$ cat config.mk
export PLATFORM = sky130hd
export DESIGN_NAME = smoothed_sensor_modbus_responder_unit
export DESIGN_NICKNAME = d
export VERILOG_FILES = /design/src/hw/rtl/ssmr_pkg.sv /design/src/hw/rtl/ssmr_front.sv /design/src/hw/rtl/ssmr_queue.sv /design/src/hw/rtl/ssmr_back.sv /design/src/hw/rtl/smoothed_sensor_modbus_responder_unit.sv
export SDC_FILE = /design/constraint.sdc
export NUM_CORES = 1
export LEC_CHECK = 0
export ABC_CLOCK_PERIOD_IN_PS = 21800
export BUFFER_PORTS_ARGS = -buffer_cell sky130_fd_sc_hd__clkbuf_2
export CAP_MARGIN = 20
export CORE_UTILIZATION = 50
export CTS_BUF_LIST = sky130_fd_sc_hd__clkbuf_8
export DETAILED_ROUTE_END_ITERATION = 10
export PLACE_DENSITY = 0.66
export SLEW_MARGIN = 10
export SYNTH_ARGS = -nofsm -noshare
export SYNTH_HDL_FRONTEND = slang
export SYNTH_SLANG_ARGS = --single-unit
$ cat constraint.sdc
create_clock -name i_clk -period 21.8 [get_ports i_clk]
set_clock_uncertainty 0.05 [all_clocks]
set_input_delay 0 -clock i_clk [delete_from_list [all_inputs] [get_ports i_clk]]
set_output_delay 0 -clock i_clk [all_outputs]
set_load 0.01 [all_outputs]
$ cat src/hw/rtl/ssmr_pkg.sv
// Shared types and constants for the smoothed sensor Modbus responder.
package ssmr_pkg;

    localparam int LVL_W      = 18;
    localparam int INT_W      = 10;
    localparam int FRAME_BYTES = 8;
    localparam int CRC_SPAN   = 6;

    localparam logic [LVL_W-1:0] LEVEL_MAX = 18'h3FFFF;
    localparam logic [15:0]      CRC_POLY  = 16'hA001;
    localparam logic [15:0]      CRC_INIT  = 16'hFFFF;
    localparam logic [7:0]       READ_FUNC = 8'h03;
    localparam logic [7:0]       REG_LO_REQ = 8'h00;
    localparam logic [7:0]       CNT_LO_REQ = 8'h01;

    localparam logic [7:0] SLAVE_ADDR_RST = 8'd2;
    localparam logic [8:0] GAIN_RST       = 9'd26;

    localparam logic REG_SLAVE_ADDR = 1'b0;
    localparam logic REG_GAIN       = 1'b1;

    localparam logic MODE_SAMPLE = 1'b0;
    localparam logic MODE_LINK   = 1'b1;

    typedef struct packed {
        logic [7:0]       b0;
        logic [7:0]       b1;
        logic [7:0]       b2;
        logic [7:0]       b3;
        logic [INT_W-1:0] level_int;
    } t_job;

endpackage

$ cat src/hw/rtl/ssmr_front.sv
// Front end: config registers, level smoothing and request frame assembly.
module ssmr_front #(
    parameter int SAMPLE_BITS = 10
) (
    input  logic                   i_clk,
    input  logic                   i_rst_n,
    input  logic                   i_cfg_wr_en,
    input  logic                   i_cfg_index,
    input  logic [8:0]             i_cfg_data,
    input  logic                   i_accept,
    input  logic                   i_mode,
    input  logic [SAMPLE_BITS-1:0] i_sample_value,
    input  logic [7:0]             i_rx_byte,
    output logic                   o_busy,
    output logic                   o_job_push,
    output ssmr_pkg::t_job         o_job
);
    import ssmr_pkg::*;

    localparam int SW = SAMPLE_BITS + 8;
    localparam int DW = ((SW > LVL_W) ? SW : LVL_W) + 1;
    localparam int PW = DW + 10;
    localparam int NW = DW + 3;

    logic [7:0]       r_slave_addr;
    logic [8:0]       r_gain;
    logic [LVL_W-1:0] r_level;
    logic             r_busy;
    logic [PW-1:0]    r_prod;
    logic [2:0]       r_pos;
    logic [7:0]       r_frame [FRAME_BYTES];

    logic                 is_link;
    logic signed [DW-1:0] diff;
    logic signed [PW-1:0] prod;
    logic signed [DW+1:0] step;
    logic signed [NW-1:0] n_sum;
    logic [LVL_W-1:0]     n_level;
    logic                 match;

    assign is_link = (i_mode == MODE_LINK);

    assign diff = $signed({{(DW-SW){1'b0}}, i_sample_value, 8'b0})
                - $signed({{(DW-LVL_W){1'b0}}, r_level});
    assign prod = $signed({1'b0, r_gain}) * diff;
    assign step = $signed(r_prod[PW-1:8]);
    assign n_sum = $signed({{(NW-LVL_W){1'b0}}, r_level}) + $signed({step[DW+1], step});

    always_comb begin
        if (n_sum < 0) begin
            n_level = '0;
        end else if (n_sum > $signed({{(NW-LVL_W){1'b0}}, LEVEL_MAX})) begin
            n_level = LEVEL_MAX;
        end else begin
            n_level = n_sum[LVL_W-1:0];
        end
    end

    assign match = (r_frame[0] == r_slave_addr) && (r_frame[1] == READ_FUNC)
                && (r_frame[3] == REG_LO_REQ) && (r_frame[5] == CNT_LO_REQ);

    assign o_busy     = r_busy;
    assign o_job_push = i_accept && is_link && (r_pos == 3'd7) && match;
    assign o_job      = '{b0: r_frame[0], b1: r_frame[1], b2: r_frame[2], b3: r_frame[3],
                          level_int: r_level[LVL_W-1:8]};

    always_ff @(posedge i_clk) begin
        if (!i_rst_n) begin
            r_slave_addr <= SLAVE_ADDR_RST;
            r_gain       <= GAIN_RST;
            r_level      <= '0;
            r_busy       <= 1'b0;
            r_pos        <= '0;
        end else begin
            if (i_cfg_wr_en) begin
                unique case (i_cfg_index)
                    REG_SLAVE_ADDR: r_slave_addr <= i_cfg_data[7:0];
                    REG_GAIN:       r_gain       <= i_cfg_data;
                    default: ;
                endcase
            end
            r_busy <= i_accept && !is_link;
            if (r_busy) begin
                r_level <= n_level;
            end
            if (i_accept && is_link) begin
                r_pos <= r_pos + 3'd1;
            end
        end
    end

    always_ff @(posedge i_clk) begin
        if (i_accept && !is_link) begin
            r_prod <= prod;
        end
        if (i_accept && is_link) begin
            r_frame[r_pos] <= i_rx_byte;
        end
    end

endmodule

$ cat src/hw/rtl/ssmr_queue.sv
// Two-entry request queue between front and back ends.
module ssmr_queue (
    input  logic           i_clk,
    input  logic           i_rst_n,
    input  logic           i_push,
    input  ssmr_pkg::t_job i_job,
    input  logic           i_pop,
    output logic           o_full,
    output logic           o_empty,
    output ssmr_pkg::t_job o_job
);
    import ssmr_pkg::*;

    t_job       r_mem [2];
    logic       r_wr;
    logic       r_rd;
    logic [1:0] r_count;

    assign o_full  = (r_count == 2'd2);
    assign o_empty = (r_count == 2'd0);
    assign o_job   = r_mem[r_rd];

    always_ff @(posedge i_clk) begin
        if (!i_rst_n) begin
            r_wr    <= 1'b0;
            r_rd    <= 1'b0;
            r_count <= '0;
        end else begin
            if (i_push) begin
                r_wr <= ~r_wr;
            end
            if (i_pop) begin
                r_rd <= ~r_rd;
            end
            case ({i_push, i_pop})
                2'b10:   r_count <= r_count + 2'd1;
                2'b01:   r_count <= r_count - 2'd1;
                default: r_count <= r_count;
            endcase
        end
    end

    always_ff @(posedge i_clk) begin
        if (i_push) begin
            r_mem[r_wr] <= i_job;
        end
    end

endmodule

$ cat src/hw/rtl/ssmr_back.sv
// Back end: bit-serial CRC over the reply head, then byte-wise reply output.
module ssmr_back (
    input  logic           i_clk,
    input  logic           i_rst_n,
    input  logic           i_q_empty,
    input  ssmr_pkg::t_job i_job,
    output logic           o_q_pop,
    output logic           o_empty,
    input  logic           i_pop,
    output logic [7:0]     o_tx_byte,
    output logic           o_last_byte
);
    import ssmr_pkg::*;

    typedef enum logic [2:0] {
        S_IDLE = 3'b001,
        S_CRC  = 3'b010,
        S_SEND = 3'b100
    } t_state;

    t_state      r_state;
    t_job        r_job;
    logic [2:0]  r_idx;
    logic [2:0]  r_bit;
    logic [15:0] r_crc;

    logic [7:0]  cur_byte;
    logic [15:0] crc_in;
    logic [15:0] n_crc;

    always_comb begin
        case (r_idx)
            3'd0:    cur_byte = r_job.b0;
            3'd1:    cur_byte = r_job.b1;
            3'd2:    cur_byte = r_job.b2;
            3'd3:    cur_byte = r_job.b3;
            3'd4:    cur_byte = {{(16-INT_W){1'b0}}, r_job.level_int[INT_W-1:8]};
            3'd5:    cur_byte = r_job.level_int[7:0];
            3'd6:    cur_byte = r_crc[7:0];
            default: cur_byte = r_crc[15:8];
        endcase
    end

    assign crc_in = (r_bit == 3'd0) ? (r_crc ^ {8'h00, cur_byte}) : r_crc;
    assign n_crc  = crc_in[0] ? ((crc_in >> 1) ^ CRC_POLY) : (crc_in >> 1);

    assign o_q_pop     = (r_state == S_IDLE) && !i_q_empty;
    assign o_empty     = (r_state != S_SEND);
    assign o_tx_byte   = cur_byte;
    assign o_last_byte = (r_idx == 3'(FRAME_BYTES - 1));

    always_ff @(posedge i_clk) begin
        if (!i_rst_n) begin
            r_state <= S_IDLE;
            r_idx   <= '0;
            r_bit   <= '0;
            r_crc   <= CRC_INIT;
        end else begin
            unique case (r_state)
                S_IDLE: begin
                    if (!i_q_empty) begin
                        r_state <= S_CRC;
                        r_idx   <= '0;
                        r_bit   <= '0;
                        r_crc   <= CRC_INIT;
                    end
                end
                S_CRC: begin
                    r_crc <= n_crc;
                    r_bit <= r_bit + 3'd1;
                    if (r_bit == 3'd7) begin
                        if (r_idx == 3'(CRC_SPAN - 1)) begin
                            r_idx   <= '0;
                            r_state <= S_SEND;
                        end else begin
                            r_idx <= r_idx + 3'd1;
                        end
                    end
                end
                S_SEND: begin
                    if (i_pop) begin
                        r_idx <= r_idx + 3'd1;
                        if (r_idx == 3'(FRAME_BYTES - 1)) begin
                            r_state <= S_IDLE;
                        end
                    end
                end
                default: r_state <= S_IDLE;
            endcase
        end
    end

    always_ff @(posedge i_clk) begin
        if (o_q_pop) begin
            r_job <= i_job;
        end
    end

endmodule

$ cat src/hw/rtl/smoothed_sensor_modbus_responder_unit.sv
// Top level of the smoothed sensor Modbus read-holding-register responder.
//
//  channel  | handshake              | payload
//  ---------+------------------------+----------------------------------
//  input    | push / full            | i_mode, i_sample_value, i_rx_byte
//  result   | empty / pop            | o_tx_byte, o_last_byte
//  config   | i_cfg_wr_en            | i_cfg_index, i_cfg_data
//
// A sample request is handled in a multiply step, then an add and saturate step;
// a link byte is stored as it is accepted. A matching frame queues a reply job;
// the back end leaves idle, runs the bit-serial CRC, then offers 8 bytes, one per pop.
// Reset is synchronous; the frame store holds no reset value.
// full rises while a sample is in flight or the two-entry job queue is full.
module smoothed_sensor_modbus_responder_unit #(
    parameter int SAMPLE_BITS = 10
) (
    input  logic                   i_clk,
    input  logic                   i_rst_n,
    input  logic                   i_cfg_wr_en,
    input  logic                   i_cfg_index,
    input  logic [8:0]             i_cfg_data,
    input  logic                   push,
    output logic                   full,
    input  logic                   i_mode,
    input  logic [SAMPLE_BITS-1:0] i_sample_value,
    input  logic [7:0]             i_rx_byte,
    output logic                   empty,
    input  logic                   pop,
    output logic [7:0]             o_tx_byte,
    output logic                   o_last_byte
);
    import ssmr_pkg::*;

    logic accept;
    logic front_busy;
    logic job_push;
    t_job front_job;
    logic q_full;
    logic q_empty;
    logic q_pop;
    t_job q_job;

    assign full   = front_busy || q_full;
    assign accept = push && !full;

    ssmr_front #(
        .SAMPLE_BITS(SAMPLE_BITS)
    ) u_front (
        .i_clk         (i_clk),
        .i_rst_n       (i_rst_n),
        .i_cfg_wr_en   (i_cfg_wr_en),
        .i_cfg_index   (i_cfg_index),
        .i_cfg_data    (i_cfg_data),
        .i_accept      (accept),
        .i_mode        (i_mode),
        .i_sample_value(i_sample_value),
        .i_rx_byte     (i_rx_byte),
        .o_busy        (front_busy),
        .o_job_push    (job_push),
        .o_job         (front_job)
    );

    ssmr_queue u_queue (
        .i_clk  (i_clk),
        .i_rst_n(i_rst_n),
        .i_push (job_push),
        .i_job  (front_job),
        .i_pop  (q_pop),
        .o_full (q_full),
        .o_empty(q_empty),
        .o_job  (q_job)
    );

    ssmr_back u_back (
        .i_clk      (i_clk),
        .i_rst_n    (i_rst_n),
        .i_q_empty  (q_empty),
        .i_job      (q_job),
        .o_q_pop    (q_pop),
        .o_empty    (empty),
        .i_pop      (pop),
        .o_tx_byte  (o_tx_byte),
        .o_last_byte(o_last_byte)
    );

endmodule

==> results of run 1 <==
==> timing repair <==
| item | in CTS | in global routing |
|---|---|---|
| hold buffers | 37 | 0 |
| setup buffers | 0 | 0 |
| endpoints found under the hold margin | 103 | 0 |
==> cell usage after synthesis, drive strengths merged, types with 7 or more instances <==
cell type  count
a222oi         8
a21boi        11
o22ai          9
nor4           8
a32oi          7
o2111ai        7
and2         100
a221o         17
nor2          61
clkbuf        50
nand2        174
ha           102
fa           143
mux2          45
nor2b         11
a31oi          8
nand3         30
nand4          9
o21ai         31
a21oi         51
nand2b         7
xnor2         48
o21a          13
a21o          16
inv          217
xor2          22
edfxtp       187
nor3          19
dfxtp         68
==> per-layer routing <==
layer	up-vias	wire length, um	track usage
met2	300	17400	0.357
met4	2	651	0.0511
met1	5726	17400	0.316
li1	5415	-	-
met5	-	11	0
met3	57	1780	0.0269
==> cell families after synthesis <==
kind of cell / Yosys count
AND/OR/NAND/NOR: 442
buffers and inverters: 273
flip-flops: 255
adder cells (fa/ha/maj): 245
AO/OA/AOI/OAI: 218
XOR/XNOR: 70
multiplexers: 48
==> state kept, by name, summed over array words and instances, names as in the netlist <==
signal / count
u_queue.r_mem: 84
u_back.r_job: 42
u_front.r_frame: 40
u_front.r_prod: 21
u_front.r_level: 18
u_back.r_crc: 16
u_front.r_gain: 9
u_front.r_slave_addr: 8
u_back.r_bit: 3
u_back.r_idx: 3
u_back.r_state: 3
u_front.r_pos: 3
u_queue.r_count: 2
u_front.o_busy: 1
u_queue.r_rd: 1
u_queue.r_wr: 1
==> stage by stage <==
stage | hold slack (ns) | utilization | instance area [um2] | setup slack (ns)
global placement | 0.196 | 0.527 | 17700 | 13.66
global route | 0.238 | 0.561 | 18800 | 12.94
detailed placement | 0.197 | 0.527 | 17700 | 13.67
CTS | 0.228 | 0.561 | 18800 | 13.66
floorplan | 0.0489 | - | 17000 | 14.66
finish | 0.256 | 0.561 | 18800 | 13.58
==> where the power goes <==
group	switching [uW]	internal, uW	total, uW
combinational	1180	856	2030
sequential	30.3	644	674
clock	185	208	393
total	1390	1710	3100
==> worst reg2reg max path: cells and delay by family, from the launching register on <==
family | cells | cell delay [ns]
buffers and inverters | 4 | 0.51
and+or+nand+nor | 5 | 1.00
xor gates and xnor gates | 1 | 0.09
AOI/OAI and AO/OA | 10 | 2.68
adders and majority gates | 7 | 3.13
DFF | 1 | 0.53
==> worst max-delay path by stage <==
| stage | endpoint | slack, ns | depth (start not counted) |
|---|---|---|---|
| 6_report | u_front.r_prod[28] | 13.58 | 27 |
| 5_1_grt | u_front.r_prod[28] | 12.94 | 27 |
| 4_1_cts | u_front.r_prod[28] | 13.66 | 27 |
| 3_5_place_dp | u_front.r_prod[28] | 13.67 | 27 |
| 3_3_place_gp | u_front.r_prod[28] | 13.66 | 27 |
| 2_1_floorplan | u_front.r_prod[28] | 14.66 | 28 |
==> layout by cell type (no fill, tap or decap), types with 11 or more instances in the layout <==
cell and n:
inv_1 230, edfxtp_1 187, nand2_1 174, fa_1 143
ha_1 102, and2_1 100, dfxtp_1 67, nor2_1 58
a21oi_1 51, xnor2_1 48, mux2_2 45, clkbuf_2 44
clkbuf_8 43, dlygate4sd3_1 37, o21ai_0 31, nand3_1 30
xor2_1 22, nor3_1 19, a221o_1 17, a21o_1 16
o21a_1 13, nor2b_1 11, a21boi_0 11, buf_4 11
==> final cells by class <==
class | count | share of cell area
Timing Repair Buffer | 93 | 0.0360
Multi-Input combinational cell | 1023 | 0.478
Sequential cell | 255 | 0.371
Tap cell | 448 | 0.0298
Inverter | 217 | 0.0433
Clock buffer | 43 | 0.0314
Clock inverter | 31 | 0.0102
==> run_results.csv, run 1 <==
group,metric,value,unit
sta,fin_crit,8.22,ns
synth,muxShareOfSynthArea,0.0316,
detailed_routing,viasPerCell,5.45,
die,start_util,0.507,
worst_setup_path,critical_path_class,"flop to flop",
final_layout,drive_gt1_frac,0.104,
worst_hold_path,hold_start,"i_cfg_data[2]",
synth,synth_edf_count,187,
worst_setup_path,slowest_stage,"a2111oi_0",
global_route,antenna_found_initial,1,
synth,seq_area_frac_synth,0.410,
clock_network,cts_tree,"yes",
final_layout,num_antenna_cells,0,
synth,synth_top_family_by_area,"adder cells",
detailed_routing,drc,0,
die,die_x,186,um
worst_setup_path,critPathLaunchType,"flop",
detailed_routing,ant_nets,0,
sta,hold_viol,0,
power_and_ir_drop,ir_worst_vdd,161,uV
worst_hold_path,holdPathEnd,"u_front.r_slave_addr[2]",
detailed_routing,drtIter0Drc,752,
placement,dpl.cell_count,1998,
synth,synthFlopType,"edfxtp_1",
final_layout,fill_cells,2887,
synth,ys_warn_count,0,
clock_network,path_clk_slew,0.06,ns
worst_setup_path,critical_path_required,22.04,ns
worst_setup_path,startpoint,"u_front.r_level[0]",
worst_setup_path,worstSetupEndpointType,"flop",
detailed_routing,wl_per_cell,17.7,um
worst_setup_path,r2r-end,"u_front.r_prod[28]",
synth,synthSimpleGateAreaFrac,0.125,
synth,synth_largest_area_cell,"edfxtp_1",
global_route,grt_max_degree,54,
global_route,grt_overflow,0,
final_layout,finalNonFillerCells,2110,
worst_setup_path,reg2reg_depth,27,
detailed_routing,vias,11500,
clock_network,numCtsBuffers,41,
worst_setup_path,cp_max_fo,13,
placement,io_buffers,44,
synth,synth.ff_latch_count,255,
global_route,grt_pass1_vias,11772,
worst_setup_path,crit_family,"adder cells",
power_and_ir_drop,p_leak,0.00788,uW
final_layout,ff_latch_area,6980,um2
synth,synth_top_area_frac,0.330,
job,drv_cap,0,
synth,syn-num-nets,1830,
placement,place.gp.congestion,0.863,
worst_setup_path,critPathBufInv,4,
final_layout,synthToLayoutAreaGrowth,10.6,%
synth,syn_area_per_cell,11.0,um2
sta,grt_setup_unrepaired,"no",
sta,max_freq,0.122,GHz
clock_network,cts_sinks,255,
final_layout,multi_input_area,9000,um2
global_route,grt_pass1_wl,61200,um
sta,max-slew-margin-rel,0.235,
synth,synth-xor-area-share,0.0360,
die,coreArea,33500,um2
clock_network,worstSkewPairLatency,0.54,ns
sta,worst_pin_slew,1.14,ns
die,fp-row-count,67,
worst_setup_path,r2r_slack,13.58,ns
synth,synthAdderAreaFrac,0.243,
sta,maxSlewViolCount,0,
final_layout,fin_nets,1910,
synth,async_flop_share,0,
die,die_h,186,um
detailed_routing,wirelength,37300,um
global_route,grt_usage,0.220,
clock_network,root_buffer,"clkbuf_8",
power_and_ir_drop,power,3100,uW
synth,yosysUniqueCellTypes,63,
clock_network,post_cts_resized,0,
die,pin_count,45,
synth,synth_compound_area_frac,0.0921,
detailed_routing,dr.pass1.iters,5,
synth,syn_area,17000,um2
power_and_ir_drop,p_per_area,165,nW/um2
clock_network,h-tree-depth,2,
worst_hold_path,holdPathStages,4,
synth,synthCells,1551,
sta,setup_viol,0,
sta,timing.setup.tns,0,ns
die,die-area,34800,um2
outcome,status,"complete, no violations",
sta,finalCritPeriodShare,0.377,
worst_hold_path,hp-class,"primary input to flop",
worst_setup_path,cp.arrival,8.46,ns
worst_setup_path,reg2reg_from,"u_front.r_level[0]",
worst_setup_path,cpMostUsedCell,"fa_1",
worst_setup_path,slowest_delay,0.65,ns
synth,synth.area.top_cells,"edfxtp_1, fa_1, dfxtp_1, ha_1, inv_1",
clock_network,cts_buffer_depth,3,
placement,hpwl,27100,um
No activity file was read; power rests on OpenSTA's default activity.
==> run 2: changes to the inputs <==
Settings changed: ABC_CLOCK_PERIOD_IN_PS 21800 to 6950, PLACE_DENSITY 0.66 to 0.69.
Clock period 21.8 ns to 6.95 ns, I/O delays scaled along.
==> run_results.csv, run 2 (same netlist as run 1, synthesis figures left out) <==
group,metric,value,unit
global_route,grt_util_met1,0.314,
global_route,grt_usage,0.229,
sta,setup_viol,0,
sta,timing.hold.ws,0.246,ns
detailed_routing,dr.pass1.iters,7,
worst_setup_path,cp.arrival,7.10,ns
final_layout,drive_gt1_frac,0.203,
detailed_routing,drc,0,
final_layout,final_util,0.600,
detailed_routing,drtIter0Drc,863,
worst_setup_path,critical_path_required,7.19,ns
detailed_routing,ant_nets,0,
global_route,met2_usage,0.385,
clock_network,cts_sinks,255,
worst_setup_path,critical_path_class,"flop to flop",
clock_network,numCtsBuffers,42,
placement,place.gp.congestion,0.870,
detailed_routing,vias,12070,
detailed_routing,wirelength,39500,um
sta,max_freq,0.146,GHz
clock_network,cts_tree,"yes",
final_layout,largest-register,"u_queue.r_mem",
die,die_h,186,um
sta,grt_setup_unrepaired,"yes",
outcome,status,"complete, no violations",
worst_hold_path,hp-class,"primary input to flop",
global_route,antenna_found_initial,1,
clock_network,root_buffer,"clkbuf_8",
sta,finalCritPeriodShare,0.987,
global_route,met3_usage,0.0316,
sta,worst_pin_slew,0.933,ns
clock_network,path_clk_slew,0.07,ns
global_route,grt_pass1_vias,12295,
global_route,grt_pass1_wl,63700,um
worst_setup_path,slowest_delay,0.59,ns
worst_setup_path,slowest_stage,"fa_1",
die,pin_count,45,
die,coreArea,33500,um2
clock_network,worstSkewPairLatency,0.54,ns
sta,hold_viol,0,
final_layout,final_common_cell,"inv_1",
die,die-area,34800,um2
die,start_util,0.507,
sta,max-slew-margin-rel,0.376,
sta,maxSlewViolCount,0,
die,fp-row-count,67,
worst_setup_path,worstSetupEndpointType,"flop",
final_layout,largest_reg_flops,84,
clock_network,cts_buffer_depth,3,
detailed_routing,viasPerCell,5.42,
global_route,grt_max_degree,54,
die,die_x,186,um
final_layout,reg_top3,"u_queue.r_mem (84), u_back.r_job (42), u_front.r_frame (40)",
clock_network,h-tree-depth,2,
global_route,grt_overflow,0,
worst_setup_path,critPathLaunchType,"flop",
final_layout,final_cell_mix,"inv_1, edfxtp_1, nand2_1",
placement,hpwl,28800,um
final_layout,synthToLayoutAreaGrowth,18.2,%
worst_setup_path,cp_max_fo,5,
placement,io_buffers,44,
final_layout,fin_nets,2027,
global_route,grt_busiest_layer,"met2",
job,drv_cap,0,
sta,fin_crit,6.86,ns
detailed_routing,wl_per_cell,17.7,um
==> run 2: metrics by stage <==
stage,TNS [ns],area (um2),worst slack (ns),instances
2_1_floorplan,0,17000,0.00736,1551
3_3_place_gp,-0.295,18400,-0.107,2096
3_5_place_dp,-1.04,18400,-0.323,2096
4_1_cts,0,19600,0.00115,2213
5_1_grt,-0.729,20100,-0.192,2227
6_report,0,20100,0.0920,2228
==> run 2: worst paths after layout <==
path / slack [ns] / cells after the start / from / to
max reg2reg: 0.09 / 28 / u_front.r_level[1] / u_front.r_prod[28]
max: 0.09 / 28 / u_front.r_level[1] / u_front.r_prod[28]
min reg2reg: 0.39 / 0 / u_front.r_frame[2][3] / u_queue.r_mem[1][21]
min: 0.25 / 2 / i_rx_byte[1] / u_front.r_frame[3][1]
==> run 2: final cells by class <==
type	count	area, um2
clock buffer	47	647
antenna	1	2.50
fill	2791	13400
sequential	255	6980
tap	448	561
timing repair buffer	209	1550
clock inverter	28	130
multi-input combinational	1023	9420
inverter	217	815
==> run 2: critical path: cells and delay by family (launching register included) <==
family          cells  cell delay [ns]
compound gates      9             1.62
xor+xnor            1             0.09
fa+ha+maj           7             3.06
buf+inv             7             0.88
flops               1             0.35
simple gates        4             0.56
==> run 2: what timing repair did <==
action / in CTS / in global routing
buffers inserted: 8 / 13
pin swaps: 13 / 62
endpoints found under the setup margin: 5 / 9
hold endpoints to repair: 123 / 0
resized for setup: 12 / 68
cloned: 0 / 0
hold buffers: 34 / 0
==> run 2: routing by layer <==
| layer | share of wire | vias up |
|---|---|---|
| met2 | 0.49 | 328 |
| li1 | - | 5653 |
| met4 | 0.020 | 0 |
| met3 | 0.049 | 67 |
| met5 | 0 | - |
| met1 | 0.44 | 6022 |
Power of run 2 is left out: the tool's default activity adds up to more than one toggle a clock period on the data nets, which glitch-free logic cannot reach.
==> run 3: changes to the inputs <==
Settings changed: SETUP_SLACK_MARGIN set to 0.1.
==> run_results.csv, run 3 (same netlist as run 1, synthesis figures left out) <==
group,metric,value,unit
clock_network,numCtsBuffers,43,
detailed_routing,dr.pass1.iters,5,
clock_network,cts_buffer_depth,3,
detailed_routing,drtIter0Drc,961,
clock_network,worstSkewPairLatency,0.55,ns
worst_setup_path,cpMostUsedCell,"inv_1",
sta,setup_viol,0,
final_layout,num_antenna_cells,0,
sta,worst_pin_slew,0.994,ns
die,coreArea,33500,um2
die,die_x,186,um
placement,hpwl,28100,um
sta,maxSlewViolCount,0,
worst_setup_path,cp.arrival,6.93,ns
global_route,grt_overflow,0,
worst_setup_path,reg2reg_depth,31,
final_layout,ff_latch_area,6990,um2
worst_setup_path,reg2reg_from,"u_front.r_level[1]",
die,die_h,186,um
global_route,grt_usage,0.226,
worst_setup_path,critPathLaunchType,"flop",
clock_network,cts_tree,"yes",
worst_setup_path,slowest_stage,"fa_1",
worst_setup_path,cp_max_fo,4,
sta,grt_setup_unrepaired,"yes",
clock_network,h-tree-depth,2,
worst_setup_path,critical_path_class,"flop to flop",
worst_setup_path,critical_path_required,7.20,ns
final_layout,fill_cells,2681,
detailed_routing,ant_nets,0,
sta,hold_viol,0,
worst_hold_path,hold_start,"i_rx_byte[0]",
sta,timing.setup.tns,0,ns
worst_setup_path,r2r_slack,0.28,ns
detailed_routing,wirelength,39100,um
clock_network,path_clk_slew,0.06,ns
die,start_util,0.507,
global_route,grt_pass1_vias,12185,
final_layout,synthToLayoutAreaGrowth,18.4,%
worst_setup_path,r2r-end,"u_front.r_prod[28]",
placement,place.gp.congestion,0.858,
die,die-area,34800,um2
worst_hold_path,hp-class,"primary input to flop",
global_route,grt_pass1_wl,62700,um
job,drv_cap,0,
die,pin_count,45,
detailed_routing,wl_per_cell,17.7,um
worst_setup_path,slowest_delay,0.52,ns
sta,fin_crit,6.67,ns
final_layout,final_cell_mix,"inv_1, edfxtp_1, nand2_1",
sta,finalCritPeriodShare,0.960,
global_route,grt_max_degree,55,
clock_network,root_buffer,"clkbuf_8",
outcome,status,"complete, no violations",
final_layout,largest_reg_flops,84,
sta,max_freq,0.150,GHz
final_layout,reg_top3,"u_queue.r_mem (84), u_back.r_job (42), u_front.r_frame (40)",
final_layout,drive_gt1_frac,0.204,
clock_network,cts_sinks,255,
detailed_routing,viasPerCell,5.37,
final_layout,final_common_cell,"inv_1",
final_layout,largest-register,"u_queue.r_mem",
worst_hold_path,holdPathEnd,"u_front.r_frame[0][0]",
placement,io_buffers,44,
worst_hold_path,holdPathStages,2,
global_route,antenna_found_initial,0,
die,fp-row-count,67,
final_layout,fin_nets,2007,
sta,max-slew-margin-rel,0.335,
worst_setup_path,worstSetupEndpointType,"flop",
detailed_routing,drc,0,
detailed_routing,vias,11869,
final_layout,multi_input_area,9560,um2
==> run 3: cell count changes in the layout (fill, tap and decap cells not counted), sizes merged <==
cell,before,now
buf,130,107
clkinv,16,15
diode,1,0
clkbuf,92,91
inv,229,231
bufinv,0,1
clkinvlp,0,2
dlygate4sd3,34,37
==> run 3: how the worst max path moves through the flow <==
| stage | start | end | slack (ns) | cells after the start |
|---|---|---|---|---|
| 6_report | u_front.r_level[1] | u_front.r_prod[28] | 0.28 | 31 |
| 5_1_grt | u_front.r_level[0] | u_front.r_prod[25] | -0.05 | 30 |
| 4_1_cts | u_front.r_level[8] | u_front.r_prod[28] | 0.10 | 30 |
| 3_5_place_dp | u_front.r_level[0] | u_front.r_prod[28] | -0.23 | 24 |
| 3_3_place_gp | u_front.r_level[0] | u_front.r_prod[28] | -0.04 | 27 |
| 2_1_floorplan | u_front.r_level[0] | u_front.r_prod[28] | 0.12 | 30 |
==> run 3: final cells by class <==
| cell class | count | area share |
|---|---|---|
| inverters | 217 | 0.0406 |
| repair buffers | 188 | 0.0698 |
| multi-input cells | 1023 | 0.475 |
| well taps | 448 | 0.0278 |
| clock buffers | 47 | 0.0321 |
| clock inverters | 32 | 0.00814 |
| flip-flops and latches | 255 | 0.347 |
==> run 3: critical path: cells and delay by family, from the launching register on <==
kind / cells / cell delay (ns)
AOI/OAI and AO/OA: 8 / 1.25
buffers and inverters: 11 / 1.05
xor gates and xnor gates: 1 / 0.08
adders and majority gates: 7 / 2.85
DFF: 1 / 0.37
and+or+nand+nor: 4 / 0.79
==> run 3: through the flow <==
stage,instance area [um2],worst slack [ns],instances,utilization,hold WS [ns]
floorplan,17000,0.122,1551,-,0.0489
global placement,18200,-0.0362,2071,0.544,0.193
detailed placement,18200,-0.225,2071,0.544,0.196
CTS,19700,0.100,2194,0.586,0.205
global route,20100,-0.0509,2210,0.601,0.253
finish,20100,0.278,2210,0.601,0.235
==> run 3: routing by layer <==
metal,global-route usage,share of wire,vias up
met1,0.311,0.45,5934
met4,0.0495,0.018,0
met2,0.383,0.49,255
met5,0,0,-
met3,0.0293,0.044,61
li1,-,-,5619
==> run 3: what timing repair did <==
action	CTS	global route
endpoints found under the hold margin	121	0
hold buffers	37	0
gates resized for setup	28	85
buffers inserted	7	16
pin swaps	20	87
endpoints found under the setup margin	6	11
Power of run 3 is left out for the same reason.
